==> config.mk <==
export PLATFORM = sky130hd
export DESIGN_NAME = ppm_frame_codec_unit
export DESIGN_NICKNAME = d
export VERILOG_FILES = /design/src/rtl/core/pfc_pkg.sv /design/src/rtl/core/pfc_cfg_regs.sv /design/src/rtl/core/pfc_encoder.sv /design/src/rtl/core/pfc_decoder.sv /design/src/rtl/core/ppm_frame_codec_unit.sv
export SDC_FILE = /design/constraint.sdc
export NUM_CORES = 1
export LEC_CHECK = 0
export BUFFER_PORTS_ARGS = -buffer_cell sky130_fd_sc_hd__buf_2
export CELL_PAD_IN_SITES_DETAIL_PLACEMENT = 1
export CELL_PAD_IN_SITES_GLOBAL_PLACEMENT = 2
export CORE_MARGIN = 2
export CORE_UTILIZATION = 38
export CTS_CLUSTER_DIAMETER = 30
export DETAILED_ROUTE_END_ITERATION = 7
export GPL_TIMING_DRIVEN = 0
export PLACE_DENSITY_LB_ADDON = 0.1
export REMOVE_ABC_BUFFERS = 1
export SLEW_MARGIN = 40
export SYNTH_ARGS = -nofsm -noshare
export SYNTH_HDL_FRONTEND = slang
export SYNTH_SLANG_ARGS = --single-unit
==> constraint.sdc <==
create_clock -name clk -period 5.4 [get_ports clk]
set_input_delay 0 -clock clk [delete_from_list [all_inputs] [get_ports clk]]
set_output_delay 0 -clock clk [all_outputs]
set_load 0.05 [all_outputs]
==> src/rtl/core/pfc_pkg.sv <==
// pfc_pkg: shared types and constants for the ppm frame codec
// command codes, register indexes, reset values, config and result structs
// no dependencies
package pfc_pkg;

    localparam int VAL_W     = 16;
    localparam int SUM_W     = 20;
    localparam int CMD_W     = 2;
    localparam int CFG_IDX_W = 3;
    localparam int SET_IDX_W = 3;
    localparam int OUT_IDX_W = 3;
    localparam int SYNC_W    = 4;

    typedef enum logic [CMD_W-1:0] {
        CMD_TIMER   = 2'd0,
        CMD_CAPTURE = 2'd1,
        CMD_SET     = 2'd2
    } cmd_t;

    typedef enum logic [CFG_IDX_W-1:0] {
        REG_DECODE_MODE   = 3'd0,
        REG_MARK_LENGTH   = 3'd1,
        REG_FRAME_LENGTH  = 3'd2,
        REG_MIN_PULSE     = 3'd3,
        REG_MAX_PULSE     = 3'd4,
        REG_FLOOR_VALUE   = 3'd5,
        REG_SYNC_GAP      = 3'd6,
        REG_DEFAULT_VALUE = 3'd7
    } cfg_reg_t;

    localparam logic             RST_DECODE_MODE   = 1'b1;
    localparam logic [VAL_W-1:0] RST_MARK_LENGTH   = 16'd400;
    localparam logic [VAL_W-1:0] RST_FRAME_LENGTH  = 16'd20000;
    localparam logic [VAL_W-1:0] RST_MIN_PULSE     = 16'd500;
    localparam logic [VAL_W-1:0] RST_MAX_PULSE     = 16'd2500;
    localparam logic [VAL_W-1:0] RST_FLOOR_VALUE   = 16'd1000;
    localparam logic [VAL_W-1:0] RST_SYNC_GAP      = 16'd3000;
    localparam logic [VAL_W-1:0] RST_DEFAULT_VALUE = 16'd1500;

    typedef struct packed {
        logic             decode_mode;
        logic [VAL_W-1:0] mark_length;
        logic [VAL_W-1:0] frame_length;
        logic [VAL_W-1:0] min_pulse;
        logic [VAL_W-1:0] max_pulse;
        logic [VAL_W-1:0] floor_value;
        logic [VAL_W-1:0] sync_gap;
        logic [VAL_W-1:0] default_value;
    } cfg_t;

    typedef struct packed {
        logic             segment_valid;
        logic             pin_level;
        logic [VAL_W-1:0] segment_length;
        logic             frame_done;
    } enc_res_t;

    typedef struct packed {
        logic                 channel_written;
        logic [OUT_IDX_W-1:0] decoded_index;
        logic [VAL_W-1:0]     decoded_value;
        logic                 defaults_loaded;
        logic                 frame_done;
        logic [SYNC_W-1:0]    sync_position;
        logic                 signal_seen;
    } dec_res_t;

endpackage

==> src/rtl/core/pfc_cfg_regs.sv <==
// pfc_cfg_regs: configuration register file of the ppm frame codec
// depends on pfc_pkg
module pfc_cfg_regs
    import pfc_pkg::*;
(
    input  logic                 clk,
    input  logic                 rst_n,
    input  logic                 cfg_valid,
    output logic                 cfg_ready,
    input  logic [CFG_IDX_W-1:0] cfg_index,
    input  logic [VAL_W-1:0]     cfg_data,
    output cfg_t                 cfg
);

    cfg_t cfg_reg;
    cfg_t cfg_next;

    assign cfg_ready = 1'b1;
    assign cfg       = cfg_reg;

    always_comb
    begin
        cfg_next = cfg_reg;
        if (cfg_valid)
        begin
            case (cfg_reg_t'(cfg_index))
                REG_DECODE_MODE:   cfg_next.decode_mode   = cfg_data[0];
                REG_MARK_LENGTH:   cfg_next.mark_length   = cfg_data;
                REG_FRAME_LENGTH:  cfg_next.frame_length  = cfg_data;
                REG_MIN_PULSE:     cfg_next.min_pulse     = cfg_data;
                REG_MAX_PULSE:     cfg_next.max_pulse     = cfg_data;
                REG_FLOOR_VALUE:   cfg_next.floor_value   = cfg_data;
                REG_SYNC_GAP:      cfg_next.sync_gap      = cfg_data;
                REG_DEFAULT_VALUE: cfg_next.default_value = cfg_data;
                default:           cfg_next = cfg_reg;
            endcase
        end
    end

    always_ff @(posedge clk or negedge rst_n)
    begin
        if (!rst_n)
        begin
            cfg_reg.decode_mode   <= RST_DECODE_MODE;
            cfg_reg.mark_length   <= RST_MARK_LENGTH;
            cfg_reg.frame_length  <= RST_FRAME_LENGTH;
            cfg_reg.min_pulse     <= RST_MIN_PULSE;
            cfg_reg.max_pulse     <= RST_MAX_PULSE;
            cfg_reg.floor_value   <= RST_FLOOR_VALUE;
            cfg_reg.sync_gap      <= RST_SYNC_GAP;
            cfg_reg.default_value <= RST_DEFAULT_VALUE;
        end
        else
        begin
            cfg_reg <= cfg_next;
        end
    end

endmodule

==> src/rtl/core/pfc_encoder.sv <==
// pfc_encoder: frame generator with the output channel table and running sum
// depends on pfc_pkg
module pfc_encoder
    import pfc_pkg::*;
#(
    parameter int NUM_CHANNELS = 8
)
(
    input  logic                 clk,
    input  logic                 rst_n,
    input  logic                 fire,
    input  logic [CMD_W-1:0]     command,
    input  logic [SET_IDX_W-1:0] set_index,
    input  logic [VAL_W-1:0]     set_value,
    input  cfg_t                 cfg,
    output enc_res_t             res
);

    localparam int STEP_W = $clog2(2 * NUM_CHANNELS + 2);
    localparam int IDX_W  = (NUM_CHANNELS > 1) ? $clog2(NUM_CHANNELS) : 1;
    localparam logic [STEP_W-1:0] LAST_STEP = STEP_W'(2 * NUM_CHANNELS + 1);
    localparam logic [SUM_W-1:0]  SUM_MAX   = {SUM_W{1'b1}};

    logic [VAL_W-1:0]  table_reg [NUM_CHANNELS];
    logic [STEP_W-1:0] step_reg;
    logic [STEP_W-1:0] step_next;
    logic [SUM_W-1:0]  sum_reg;
    logic [SUM_W-1:0]  sum_next;

    logic              enc_go;
    logic              set_ok;
    logic [4:0]        set_idx_ext;
    logic [VAL_W-1:0]  chan_width;
    logic [VAL_W-1:0]  add_len;
    logic [SUM_W:0]    sum_add;
    logic [SUM_W-1:0]  frame_ext;

    assign enc_go      = fire && (command == CMD_TIMER) && !cfg.decode_mode;
    assign set_idx_ext = 5'(set_index);
    assign set_ok      = fire && (command == CMD_SET) && (set_idx_ext < 5'(NUM_CHANNELS));
    // odd step reads channel (step+1)/2-1, which is step>>1 for an odd step
    assign chan_width  = table_reg[step_reg[IDX_W:1]];
    assign frame_ext   = SUM_W'(cfg.frame_length);

    always_comb
    begin
        res       = '0;
        step_next = step_reg;
        sum_next  = sum_reg;
        add_len   = '0;
        sum_add   = '0;
        if (step_reg >= LAST_STEP)
        begin
            res.segment_length = (frame_ext > sum_reg) ? VAL_W'(frame_ext - sum_reg) : '0;
            res.frame_done     = 1'b1;
        end
        else
        begin
            if (!step_reg[0])
            begin
                add_len       = cfg.mark_length;
                res.pin_level = 1'b1;
            end
            else
            begin
                add_len = (chan_width > cfg.mark_length) ? chan_width - cfg.mark_length : '0;
            end
            res.segment_length = add_len;
        end
        sum_add = {1'b0, sum_reg} + (SUM_W + 1)'(add_len);
        if (enc_go)
        begin
            res.segment_valid = 1'b1;
            if (step_reg >= LAST_STEP)
            begin
                step_next = '0;
                sum_next  = '0;
            end
            else
            begin
                step_next = step_reg + 1'b1;
                sum_next  = sum_add[SUM_W] ? SUM_MAX : sum_add[SUM_W-1:0];
            end
        end
        else
        begin
            res = '0;
        end
    end

    always_ff @(posedge clk or negedge rst_n)
    begin
        if (!rst_n)
        begin
            step_reg <= '0;
            sum_reg  <= '0;
            for (int i = 0; i < NUM_CHANNELS; i++)
            begin
                table_reg[i] <= '0;
            end
        end
        else
        begin
            step_reg <= step_next;
            sum_reg  <= sum_next;
            if (set_ok)
            begin
                table_reg[set_idx_ext[IDX_W-1:0]] <= set_value;
            end
        end
    end

endmodule

==> src/rtl/core/pfc_decoder.sv <==
// pfc_decoder: capture interval decoder with frame position and signal flag
// depends on pfc_pkg
module pfc_decoder
    import pfc_pkg::*;
#(
    parameter int NUM_CHANNELS = 8
)
(
    input  logic             clk,
    input  logic             rst_n,
    input  logic             fire,
    input  logic [CMD_W-1:0] command,
    input  logic [VAL_W-1:0] capture_interval,
    input  cfg_t             cfg,
    output dec_res_t         res
);

    localparam int POS_W = $clog2(NUM_CHANNELS + 1);
    localparam logic [POS_W-1:0] POS_LAST = POS_W'(NUM_CHANNELS);

    logic [POS_W-1:0] pos_reg;
    logic [POS_W-1:0] pos_next;
    logic [POS_W-1:0] pos_mid;
    logic             seen_reg;
    logic             seen_next;
    logic [VAL_W:0]   chan_raw;
    logic [VAL_W:0]   floor_ext;
    logic [VAL_W:0]   chan_val;
    logic             in_window;

    assign chan_raw  = (VAL_W + 1)'(capture_interval) + 1'b1;
    assign floor_ext = (VAL_W + 1)'(cfg.floor_value);
    assign chan_val  = (chan_raw < floor_ext) ? floor_ext : chan_raw;
    assign in_window = (capture_interval > cfg.min_pulse) && (capture_interval < cfg.max_pulse);

    always_comb
    begin
        res       = '0;
        pos_mid   = pos_reg;
        pos_next  = pos_reg;
        seen_next = seen_reg;
        if (fire && cfg.decode_mode && (command == CMD_TIMER))
        begin
            pos_next = '0;
            if (!seen_reg)
            begin
                res.defaults_loaded = 1'b1;
                res.decoded_value   = cfg.default_value;
            end
        end
        else if (fire && cfg.decode_mode && (command == CMD_CAPTURE))
        begin
            if (pos_reg != '0)
            begin
                if (in_window)
                begin
                    res.channel_written = 1'b1;
                    res.decoded_index   = OUT_IDX_W'(pos_reg - 1'b1);
                    res.decoded_value   = chan_val[VAL_W-1:0];
                    seen_next           = 1'b1;
                    if (pos_reg < POS_LAST)
                    begin
                        pos_mid = pos_reg + 1'b1;
                    end
                    else
                    begin
                        pos_mid        = '0;
                        res.frame_done = 1'b1;
                    end
                end
                else
                begin
                    pos_mid = '0;
                end
            end
            // the same interval may open a new frame right after an abort or frame end
            pos_next = ((pos_mid == '0) && (capture_interval > cfg.sync_gap))
                       ? POS_W'(1) : pos_mid;
        end
        res.sync_position = SYNC_W'(pos_next);
        res.signal_seen   = seen_next;
    end

    always_ff @(posedge clk or negedge rst_n)
    begin
        if (!rst_n)
        begin
            pos_reg  <= '0;
            seen_reg <= 1'b0;
        end
        else
        begin
            pos_reg  <= pos_next;
            seen_reg <= seen_next;
        end
    end

endmodule

==> src/rtl/core/ppm_frame_codec_unit.sv <==
// ppm_frame_codec_unit: top level of the ppm frame codec
// depends on pfc_pkg, pfc_cfg_regs, pfc_encoder, pfc_decoder
//
// Takes one item per clock cycle and returns exactly one result per item.
// Each item is latched in an input register, the encoder and decoder state is
// updated in a single pass of logic, and the result lands in an output register.
// The output register lets the next item be taken while a result waits; both
// registers full with out_ready low stops input transfers. Configuration writes
// take effect on the next cycle and are meant for an idle codec. No clearing
// pass after reset.
module ppm_frame_codec_unit
    import pfc_pkg::*;
#(
    parameter int NUM_CHANNELS = 8
)
(
    input  logic                 clk,
    input  logic                 rst_n,
    input  logic                 cfg_valid,
    output logic                 cfg_ready,
    input  logic [CFG_IDX_W-1:0] cfg_index,
    input  logic [VAL_W-1:0]     cfg_data,
    input  logic                 in_valid,
    output logic                 in_ready,
    input  logic [CMD_W-1:0]     command,
    input  logic [VAL_W-1:0]     capture_interval,
    input  logic [SET_IDX_W-1:0] set_index,
    input  logic [VAL_W-1:0]     set_value,
    output logic                 out_valid,
    input  logic                 out_ready,
    output logic                 segment_valid,
    output logic                 pin_level,
    output logic [VAL_W-1:0]     segment_length,
    output logic                 channel_written,
    output logic [OUT_IDX_W-1:0] decoded_index,
    output logic [VAL_W-1:0]     decoded_value,
    output logic                 defaults_loaded,
    output logic                 frame_done,
    output logic [SYNC_W-1:0]    sync_position,
    output logic                 signal_seen
);

    cfg_t cfg;

    logic                 in_valid_reg;
    logic                 in_valid_next;
    logic [CMD_W-1:0]     command_reg;
    logic [VAL_W-1:0]     interval_reg;
    logic [SET_IDX_W-1:0] set_index_reg;
    logic [VAL_W-1:0]     set_value_reg;

    logic                 out_valid_reg;
    logic                 out_valid_next;
    enc_res_t             enc_res;
    dec_res_t             dec_res;
    enc_res_t             enc_res_reg;
    dec_res_t             dec_res_reg;

    logic                 advance;
    logic                 in_xfer;

    assign advance  = in_valid_reg && (!out_valid_reg || out_ready);
    assign in_ready = !in_valid_reg || advance;
    assign in_xfer  = in_valid && in_ready;

    pfc_cfg_regs u_cfg (
        .clk       (clk),
        .rst_n     (rst_n),
        .cfg_valid (cfg_valid),
        .cfg_ready (cfg_ready),
        .cfg_index (cfg_index),
        .cfg_data  (cfg_data),
        .cfg       (cfg)
    );

    pfc_encoder #(
        .NUM_CHANNELS (NUM_CHANNELS)
    ) u_enc (
        .clk       (clk),
        .rst_n     (rst_n),
        .fire      (advance),
        .command   (command_reg),
        .set_index (set_index_reg),
        .set_value (set_value_reg),
        .cfg       (cfg),
        .res       (enc_res)
    );

    pfc_decoder #(
        .NUM_CHANNELS (NUM_CHANNELS)
    ) u_dec (
        .clk              (clk),
        .rst_n            (rst_n),
        .fire             (advance),
        .command          (command_reg),
        .capture_interval (interval_reg),
        .cfg              (cfg),
        .res              (dec_res)
    );

    always_comb
    begin
        in_valid_next = in_xfer || (in_valid_reg && !advance);
        out_valid_next = advance || (out_valid_reg && !out_ready);
    end

    always_ff @(posedge clk or negedge rst_n)
    begin
        if (!rst_n)
        begin
            in_valid_reg  <= 1'b0;
            out_valid_reg <= 1'b0;
        end
        else
        begin
            in_valid_reg  <= in_valid_next;
            out_valid_reg <= out_valid_next;
        end
    end

    // payload registers, no reset needed
    always_ff @(posedge clk)
    begin
        if (in_xfer)
        begin
            command_reg   <= command;
            interval_reg  <= capture_interval;
            set_index_reg <= set_index;
            set_value_reg <= set_value;
        end
        if (advance)
        begin
            enc_res_reg <= enc_res;
            dec_res_reg <= dec_res;
        end
    end

    assign out_valid       = out_valid_reg;
    assign segment_valid   = enc_res_reg.segment_valid;
    assign pin_level       = enc_res_reg.pin_level;
    assign segment_length  = enc_res_reg.segment_length;
    assign channel_written = dec_res_reg.channel_written;
    assign decoded_index   = dec_res_reg.decoded_index;
    assign decoded_value   = dec_res_reg.decoded_value;
    assign defaults_loaded = dec_res_reg.defaults_loaded;
    assign frame_done      = enc_res_reg.frame_done | dec_res_reg.frame_done;
    assign sync_position   = dec_res_reg.sync_position;
    assign signal_seen     = dec_res_reg.signal_seen;

    // a processed item always leaves a result behind
    a_advance_fills_out: assert property (@(posedge clk) disable iff (!rst_n)
        advance |=> out_valid_reg)
        else $error("result register empty after item was processed");

    // encoder and decoder never report in the same result
    a_one_unit_reports: assert property (@(posedge clk) disable iff (!rst_n)
        out_valid_reg |-> !(enc_res_reg.segment_valid &&
                            (dec_res_reg.channel_written || dec_res_reg.defaults_loaded)))
        else $error("encoder and decoder both reported in one result");

    // a held input item is never overwritten while the result side is stalled
    a_no_overwrite: assert property (@(posedge clk) disable iff (!rst_n)
        (in_valid_reg && !advance) |-> !in_ready)
        else $error("input register accepted a transfer while still holding an item");

endmodule

==> results of run 1 <==
## cells in the final DEF (no fill, tap or decap), types with 15 or more instances in the layout
cell type        n
dfrtp_1        229
mux2_2         213
inv_1          110
buf_2          107
clkbuf_16      102
ha_1           100
nand2_1         87
edfxtp_1        83
dlygate4sd3_1   74
nor2_1          63
o21ai_0         53
buf_4           46
a21oi_1         45
dfstp_2         40
a21o_1          36
xnor2_1         35
mux4_2          32
nand3_1         28
o21ai_1         22
clkinv_2        21
nand4_1         19
nor3_1          18
mux2i_1         16
o22ai_1         16
bufinv_16       16
xor2_1          15
clkinvlp_4      15
buf_6           15
## per-layer routing
metal  vias to the layer above  part of all wire  GRT usage
met3                       103             0.036     0.0428
li1                       6386                 -          -
met5                         -                 0          0
met2                       228              0.48      0.364
met1                      7003              0.46      0.283
met4                         0             0.024     0.0643
## how the worst max path moves through the flow
stage / from / to / slack, ns / depth (start not counted)
after floorplan: u_enc.step_reg[1] / u_enc.sum_reg[18] / -0.87 / 22
after global placement: u_enc.step_reg[1] / u_enc.sum_reg[14] / -2.76 / 20
after detailed placement: u_enc.step_reg[1] / u_enc.sum_reg[14] / -1.13 / 21
after CTS: u_enc.step_reg[1] / u_enc.sum_reg[14] / -0.21 / 21
after global routing: u_enc.step_reg[1] / u_enc.sum_reg[2] / -0.30 / 24
final: u_enc.step_reg[1] / u_enc.sum_reg[2] / -0.15 / 24
## where the power goes
part / internal, mW / total (mW) / switching [mW]
sequential: 3.37 / 3.77 / 0.402
combinational: 2.82 / 5.86 / 3.04
clock: 4.32 / 6.07 / 1.75
## synthesized netlist by cell type (4+ instances only)
cell,count
edfxtp_1,83
and3_1,7
clkbuf_1,34
a221oi_1,6
o22ai_1,18
nand4_1,19
o21a_1,14
a211oi_1,14
xnor2_1,35
mux2_2,218
buf_4,42
dfstp_2,40
nand3b_1,4
a2bb2oi_2,4
nand2_1,92
o21ai_0,57
nand4b_1,5
and4_1,5
nor3b_2,4
dfrtp_1,233
nand2b_1,14
a2bb2oi_1,5
o21bai_1,4
a31oi_1,5
o21ai_1,21
nand3_1,31
o31ai_1,4
mux4_2,32
buf_2,13
mux2i_1,17
a21oi_1,57
nor2b_1,7
inv_1,112
nor3_1,19
o211ai_1,5
a21o_1,36
and2_1,6
nor2_1,82
ha_1,116
xor2_1,15
mux2_1,7
## logic make-up after synthesis
logic type                 after synthesis
AOI/OAI and AO/OA                      288
xor gates and xnor gates                50
adders and majority gates              119
buffers and inverters                  207
DFF                                    356
muxes                                  274
other                                    1
and+or+nand+nor                        315
## cell type report
class | instances | area, µm² | area share
sequential | 356 | 9380 | 0.363
antenna | 1 | 2.50 | 0.0000967
clock buffer | 125 | 2750 | 0.106
clock inverter | 60 | 771 | 0.0298
inverter | 113 | 428 | 0.0165
tap | 672 | 841 | 0.0325
multi-input combinational | 1048 | 9530 | 0.368
timing repair buffer | 259 | 2170 | 0.0840
## stage by stage
step	area (µm²)	instances	setup slack, ns	utilization	hold slack [ns]
2_1_floorplan	18700	1516	-0.865	-	-0.296
3_3_place_gp	20100	2295	-2.76	0.401	0.177
3_5_place_dp	20600	2327	-1.13	0.412	-0.119
4_1_cts	25600	2623	-0.212	0.512	0.0495
5_1_grt	25900	2634	-0.302	0.517	0.0633
6_report	25900	2634	-0.149	0.517	0.0879
## timing repair
item                                    in CTS  in global routing
cloned                                       3                  0
hold buffers                                75                  0
pin swaps                                   37                 26
resized for setup                           81                 35
endpoints found under the setup margin      20                 20
hold endpoints to repair                   404                  0
buffers inserted                            33                 10
==> reports/results.txt, run 1 <==
Status -> finished, violations left
Failing checks -> negative setup slack
Placed wire-length estimate -> 37.4 mm
Yosys top cell area share -> 0.303
Worst setup EP type -> register
Clock root cell -> clkbuf_16
Setup TNS -> -1.56 ns
Final setup viols -> 20
Register area share after synthesis -> 0.487
Site Rows -> 82
Leak -> 11.4 nW
Worst path required time -> 5.88 ns
Cell family with most CP delay -> compound AO/OA/AOI/OAI gates
Slew HR -> 0.476
Share of cells above drive strength 1 -> 0.390
Count of input and output buffers -> 107
WHS Endpoint -> interval_reg[9]
Max Fclk -> 180 MHz
XOR/XNOR Fraction of Synth Area -> 0.0228
Worst path bufs/invs -> 4
Yosys Warn Count -> 0
Largest net degree at the start of global routing -> 69
Total length of routed wires -> 55.7 mm
Critical-path maximum fanout -> 7
Area contributors post-synth -> dfrtp_1, edfxtp_1, mux2_2
Initial antenna violation count -> 1
Setup ws final -> -0.149 ns
Total CTS buffers -> 98
Worst clock skew -> 0.0329 ns
Initial core utilization -> 0.384
Syn Area/Cell -> 12.0 µm²
Worst-Margin Slew -> 0.785 ns
Mux contribution to synthesized area -> 0.178
CORE AREA -> 50,100 µm²
Async S/R FF share, synth -> 0.767
Residual DRC -> 0
Post-synthesis simple-gate area fraction -> 0.0817
Pwr Density -> 607 nW/µm²
GR Overflow Total -> 0
Fin crit share -> 1.03
Max Cap Violations -> 0
Initial DRT Pass Iterations -> 5
Setup CP Type -> register to register
Vias/cell -> 5.21
Clock transition at path regs -> 0.04 ns
Critical-path top delay cell -> mux4_2
CTS tree -> yes
Dominant cell type by area after synthesis -> dfrtp_1
DIE AREA -> 52,500 µm²
Syn-to-layout area delta -> 34.5%
First-pass GRT wire length -> 87.8 mm
GRT Total Usage -> 0.217
WHS Path Cells -> 2
WL per Instance -> 21.1 µm
Compound-Gate Fraction of Synth Area -> 0.101
Worst setup SP type -> register
Routability congestion estimate from global placement -> 0.810
Max reg flops -> 128
RSZ-0062 raised after global routing -> true
CTS H-Tree Depth -> 3
Top FF cell, synth -> dfrtp_1
CP cell instances -> mux4_2, mux2i_4, ha_2, inv_2, fa_2, a32o_2, o31a_1, o31ai_4, o32ai_4, buf_6, and2_4, a2bb2oi_4, nor2_4, fa_2, a211oi_4, o21a_2, o21ai_4, a21oi_4, o21a_4, nor3_4, buf_6, buf_12, nor2_4, o22ai_1
Final ANT Viol Nets -> 0
Final Hold Viols -> 0
Peak supply drop -> 0.306 mV
# IOs -> 109
Clock latency on the worst-skew pair -> 0.63 ns
Reg2reg setup slack -> -0.15 ns
Post-synth EDFFs -> 83
Seq cells post-synth -> 356
Total number of vias -> 13,700
Post-synthesis cell type count -> 89
Min-delay src -> capture_interval[9]
Hold WC Path Type -> primary input to register
FF-to-FF End -> u_enc.sum_reg[2]
Chip Width -> 229 µm
Fillers -> 5,167
Biggest cell delay along the critical path -> 0.57 ns
Reg2Reg Launch Point -> u_enc.step_reg[1]
Crit path time final -> 5.55 ns
Slew Limit Fails -> 0
Synthesized instance count -> 1,610
Clk buf depth -> 3
R2R cell count -> 24
Final #Nets -> 2,056
Die H -> 229 µm
Initial DRC Count -> 609
Sinks on Clock Net -> 356
Largest family of logic cells by synthesized area -> multiplexers
Post-Synth Adder-Cell Area -> 0.0785
Vias in the first global route -> 15,200
Synthesized area -> 19,200 µm²
CP Data Arrival Time -> 6.02 ns
Total Power -> 15.7 mW
Note: power is estimated with default switching activity, not from simulation.
==> inputs of run 2 (changes only) <==
HOLD_SLACK_MARGIN = 0.12   (was default)
==> run 2 against run 1 <==
Compared with the run above:
- the run still ends with negative setup slack left
- critical path depth did not move
- worst setup slack improved by 0.0047 ns
- combinational power barely moved
- highest routed layer unchanged
==> reports/results.txt, run 2 (synthesis results as in run 1) <==
Status -> finished, violations left
Failing checks -> negative setup slack
Biggest cell delay along the critical path -> 0.56 ns
Final #Nets -> 2,096
Pwr Density -> 599 nW/µm²
Slew Limit Fails -> 0
WHS Endpoint -> command_reg[0]
Setup ws final -> -0.144 ns
Placed wire-length estimate -> 37.4 mm
Worst setup EP type -> register
Leading cell types in the layout, fill and taps excluded -> dfrtp_1, mux2_2, dlygate4sd3_1
Peak supply drop -> 0.321 mV
Share of cells above drive strength 1 -> 0.382
Power Internal -> 10.5 mW
Max Cap Violations -> 0
Final ANT Viol Nets -> 0
Reg2Reg Launch Point -> u_enc.step_reg[1]
Setup CP Type -> register to register
CORE AREA -> 50,100 µm²
Residual DRC -> 0
Hold WC Path Type -> primary input to register
Syn-to-layout area delta -> 36.5%
RSZ-0062 raised after global routing -> true
Max Fclk -> 180 MHz
GR Overflow Total -> 0
Clock transition at path regs -> 0.04 ns
Critical-path top delay cell -> mux4_2
DIE AREA -> 52,500 µm²
Vias in the first global route -> 15,500
Routability congestion estimate from global placement -> 0.810
Site Rows -> 82
Sequential share of power -> 0.240
Worst clock skew -> 0.0337 ns
Slew HR -> 0.470
Sinks on Clock Net -> 356
Final setup viols -> 20
Initial antenna violation count -> 1
Initial DRC Count -> 597
Reg2reg setup slack -> -0.14 ns
Met2 WL post-DR -> 27.5 mm
Largest net degree at the start of global routing -> 69
Comb power frac -> 0.374
# IOs -> 109
Die H -> 229 µm
Met3 WL post-DR -> 2.03 mm
Chip Width -> 229 µm
Crit path time final -> 5.54 ns
WL per Instance -> 21.2 µm
Initial DRT Pass Iterations -> 5
CP cell instances -> mux4_2, mux2i_4, ha_2, inv_2, fa_2, a32o_2, o31a_1, o31ai_4, o32ai_4, buf_6, and2_4, a2bb2oi_4, nor2_4, fa_2, a211oi_4, o21a_2, o21ai_4, a21oi_4, o21a_4, nor3_4, buf_6, buf_12, nor2_4, o22ai_1
Max reg flops -> 128
Total CTS buffers -> 98
Met1 wire length -> 25.9 mm
Clock share of power -> 0.386
Fin crit share -> 1.03
Worst-Margin Slew -> 0.795 ns
Initial core utilization -> 0.384
Worst path required time -> 5.88 ns
Worst setup startpoint -> u_enc.step_reg[1]
Post-Layout Cell Count -> 2,674
Final Hold Viols -> 0
FF-to-FF End -> u_enc.sum_reg[2]
Clk buf depth -> 3
Clock root cell -> clkbuf_16
Setup TNS -> -1.42 ns
Count of input and output buffers -> 107
CP Data Arrival Time -> 6.02 ns
GRT Total Usage -> 0.221
Commonest non-fill, non-tap cell in the layout -> dfrtp_1
Critical-path maximum fanout -> 7
CTS tree -> yes
Clock latency on the worst-skew pair -> 0.63 ns
Vias/cell -> 5.21
Fillers -> 5,151
Min-delay src -> command[0]
Top routing layer used -> met4
Total length of routed wires -> 56.8 mm
First-pass GRT wire length -> 89.6 mm
CTS H-Tree Depth -> 3
R2R cell count -> 24
Worst setup SP type -> register
Sw frac -> 0.331
Inst Count DP -> 2,327
WHS Path Cells -> 2
Total number of vias -> 13,900
Leak -> 11.6 nW
NetSw -> 5.21 mW
[run 2: cell count changes in the layout (fill, tap and decap cells not counted), sizes merged]
cell,change
dlygate4sd3,+40
[run 2: layout make-up]
cell class | instances | area [µm²] | area share
timing repair buffer | 299 | 2570 | 0.0979
sequential | 356 | 9380 | 0.357
antenna | 1 | 2.50 | 0.0000952
clock buffer | 125 | 2750 | 0.105
clock inverter | 60 | 771 | 0.0293
multi-input combinational | 1048 | 9530 | 0.363
inverter | 113 | 428 | 0.0163
tap | 672 | 841 | 0.0320
[run 2: how the worst max path moves through the flow]
stage | slack, ns | endpoint | cells past startpoint
detailed placement | -1.13 | u_enc.sum_reg[14] | 21
CTS | -0.21 | u_enc.sum_reg[14] | 21
global placement | -2.76 | u_enc.sum_reg[14] | 20
finish | -0.14 | u_enc.sum_reg[2] | 24
floorplan | -0.87 | u_enc.sum_reg[18] | 22
global route | -0.30 | u_enc.sum_reg[2] | 24
[run 2: power by group through the flow]
stage / sequential, mW / combinational [mW] / clock, mW
finish: 3.77 / 5.89 / 6.08
global route: 3.85 / 6.43 / 6.34
CTS: 3.77 / 5.55 / 6.18
detailed placement: 3.81 / 4.62 / 0
global placement: 3.87 / 4.41 / 0
floorplan: 3.83 / 3.31 / 0
[run 2: critical path: cells and delay by family, from the launching register on]
| family | cells | cell delay, ns |
|---|---|---|
| fa+ha+maj | 3 | 0.97 |
| compound gates | 11 | 2.19 |
| buf+inv | 4 | 0.50 |
| simple gates | 4 | 0.40 |
| mux | 2 | 0.76 |
| flops | 1 | 0.54 |
[run 2: through the flow]
stage / setup slack [ns] / area, µm² / util / hold WS, ns / total power, mW
4_1_cts: -0.212 / 26000 / 0.520 / 0.132 / 15.5
3_5_place_dp: -1.13 / 20600 / 0.412 / -0.119 / 8.43
6_report: -0.144 / 26300 / 0.525 / 0.157 / 15.7
5_1_grt: -0.302 / 26300 / 0.525 / 0.149 / 16.6
3_3_place_gp: -2.76 / 20100 / 0.401 / 0.177 / 8.27
2_1_floorplan: -0.865 / 18700 / - / -0.296 / 7.14
[run 2: timing repair]
item	in CTS	in global routing
gates resized for setup	81	35
gates cloned	3	0
buffers inserted	33	10
pin swaps	37	26
endpoints found under the hold margin	438	0
hold buffers	115	0
endpoints found under the setup margin	20	20
[run 2: routing by layer]
metal  vias to the layer above  global-route usage
met2                       237               0.375
li1                       6466                   -
met5                         -                   0
met3                       103              0.0432
met4                         0              0.0651
met1                      7115               0.286
==> inputs of run 3 (changes only) <==
ABC_AREA = 1   (was default)
CORE_UTILIZATION = 34   (was 38)
==> run 3 against run 2 <==
Compared with the run above:
- the run now ends clean
- register-to-register slack better by 0.56 ns
- non-clock buffer count fell by 36
- critical endpoint is now u_enc.sum_reg[5]
- area after synthesis increased by 2.1%
- clock power about the same
- final area fell by 0.98%
- hold slack better by 0.062 ns
- power grew 2.3%
- critical path type unchanged
- combinational power is 7.1% higher
- die area up 14%
- largest cell class is now registers
==> reports/results.txt, run 3 <==
Post-synth EDFFs -> 83
Ant. Diodes -> 0
Top-count cell post-synth -> nand2_1
Initial antenna violation count -> 3
Hold WC Path Type -> primary input to register
Vias in the first global route -> 18,100
Top post-synthesis cells by count -> nand2_1, o21ai_0, inv_1
Largest net degree at the start of global routing -> 71
CP Data Arrival Time -> 5.49 ns
Max reg flops -> 128
Routability congestion estimate from global placement -> 0.819
Clock root cell -> clkbuf_16
Clock transition at path regs -> 0.04 ns
Placed wire-length estimate -> 43.6 mm
Worst setup EP type -> register
Total CTS buffers -> 102
Synthesized instance count -> 2,390
Peak supply drop -> 0.314 mV
Biggest cell delay along the critical path -> 0.59 ns
Max Cap Violations -> 0
Critical-path maximum fanout -> 9
Syn-to-layout area delta -> 32.5%
Area taken by multi-input logic gates -> 8780 µm²
Vias/cell -> 4.89
Leading cell types in the layout, fill and taps excluded -> nand2_1, o21ai_0, inv_1
Fin crit share -> 0.924
Initial core utilization -> 0.343
Max Fclk -> 201 MHz
CTS H-Tree Depth -> 3
Crit path time final -> 4.99 ns
Most frequent CP cell -> nand2_1
Leak -> 12.4 nW
Async S/R FF share, synth -> 0.767
Initial DRC Count -> 723
Setup CP Type -> register to register
Register area -> 9380 µm²
Worst clock skew -> 0.0425 ns
Commonest non-fill, non-tap cell in the layout -> nand2_1
Register area share after synthesis -> 0.477
Pwr Density -> 618 nW/µm²
Met1 wire length -> 30.3 mm
GRT Total Usage -> 0.219
Worst path required time -> 5.91 ns
Top FF cell, synth -> dfrtp_1
Fillers -> 6,673
Final setup viols -> 0
Die H -> 244 µm
Critical-path top delay cell -> dfrtp_4
Worst-Margin Slew -> 0.778 ns
Clk buf depth -> 3
Met3 WL post-DR -> 2.09 mm
Initial DRT Pass Iterations -> 5
Slew HR -> 0.482
Count of input and output buffers -> 107
GR Overflow Total -> 0
Met2 WL post-DR -> 30.3 mm
WL per Instance -> 18.4 µm
Residual DRC -> 0
Final #Nets -> 2,812
Top routing layer used -> met4
Seq cells post-synth -> 356
Site Rows -> 88
Final ANT Viol Nets -> 0
Area contributors post-synth -> dfrtp_1, edfxtp_1, nand2_1
Clock latency on the worst-skew pair -> 0.67 ns
CORE AREA -> 57,400 µm²
Yosys Warn Count -> 0
Post-layout util -> 0.454
Post-synthesis cell type count -> 49
Yosys top cell area share -> 0.297
Synthesized area -> 19,600 µm²
Dominant cell type by area after synthesis -> dfrtp_1
DIE AREA -> 59,700 µm²
Total length of routed wires -> 64.3 mm
CTS tree -> yes
# IOs -> 109
Final Hold Viols -> 0
WHS -> 0.219 ns
Worst setup SP type -> register
First-pass GRT wire length -> 102 mm
Chip Width -> 244 µm
Sinks on Clock Net -> 356
Status -> completed
Total number of vias -> 17,000
Slew Limit Fails -> 0
Syn Area/Cell -> 8.22 µm²
Share of cells above drive strength 1 -> 0.160
==> run 3: cell types whose count changed after synthesis, moves of 41 or more <==
cell,before,now
nor2_1,82,200
clkbuf_1,34,75
mux2_2,218,0
nand3_1,31,102
inv_1,112,270
o21ai_0,57,355
a21oi_1,57,128
nand2_1,92,549
==> run 3: logic make-up (layout without fill, tap and decap cells) <==
logic type,count (synthesis),count (layout),synth area share
buffers and inverters,403,733,0.0869
adder cells (fa/ha/maj),119,119,0.0769
AO/OA/AOI/OAI,542,542,0.144
XOR/XNOR,37,37,0.0165
other,1,1,0.000191
AND/OR/NAND/NOR,932,933,0.198
flip-flops,356,356,0.477
==> run 3: worst paths after layout <==
kind,from,endpoint,slack (ns),cells after the start
max reg2reg,u_enc.step_reg[2],u_enc.sum_reg[5],0.41,30
min reg2reg,u_enc.table_reg[101],u_enc.table_reg[101],0.48,2
max in group asynchronous,rst_n,u_enc.step_reg[1],3.76,6
max,u_enc.step_reg[2],u_enc.sum_reg[5],0.41,30
min,cfg_valid,u_cfg.cfg[94],0.22,5
min in group asynchronous,rst_n,u_cfg.cfg[65],0.51,4
==> run 3: power breakdown <==
part	total, mW	switching [mW]	internal [mW]
registers	3.70	0.363	3.33
logic	6.31	4.02	2.29
clock network	6.09	1.85	4.24
==> run 3: per-layer routing <==
layer  up-vias  GRT usage
met1      8305      0.293
met2       264      0.363
met4         0     0.0678
met3       111     0.0370
li1       8362          -
met5         -          0
==> run 3: timing repair <==
item | CTS | global route
hold endpoints to repair | 461 | 7
cloned | 1 | 3
gates resized for setup | 23 | 19
setup endpoints to repair | 20 | 20
hold buffers | 107 | 1
pin swaps | 1 | 2
buffers inserted | 4 | 7
==> run 3: area by class of cell <==
| cell class | instances | share of cell area |
|---|---|---|
| Timing Repair Buffer | 263 | 0.0861 |
| Tap cell | 765 | 0.0368 |
| Clock inverter | 51 | 0.0260 |
| Inverter | 277 | 0.0420 |
| Sequential cell | 356 | 0.360 |
| Multi-Input combinational cell | 1632 | 0.337 |
| Clock buffer | 142 | 0.111 |
==> run 3: through the flow <==
stage                     cells  area, µm²  worst slack, ns   TNS, ns  power, mW
after global routing       3486      26000         -0.00538  -0.00750       17.3
after CTS                  3475      25800           0.0124         0       16.0
after floorplan            2264      19000           -0.572    -10.18       7.77
after global placement     3136      20500            -4.29   -425.07       9.40
after detailed placement   3170      20900           -0.930    -15.96       9.54
final                      3486      26000            0.413         0       16.1
==> run 3: critical path, delay by kind of cell (launching register included) <==
kind	cells	cell delay, ns
buffers and inverters	3	0.42
adder cells (fa/ha/maj)	3	0.99
AND/OR/NAND/NOR	17	1.71
flip-flops	1	0.59
AO/OA/AOI/OAI	7	1.13
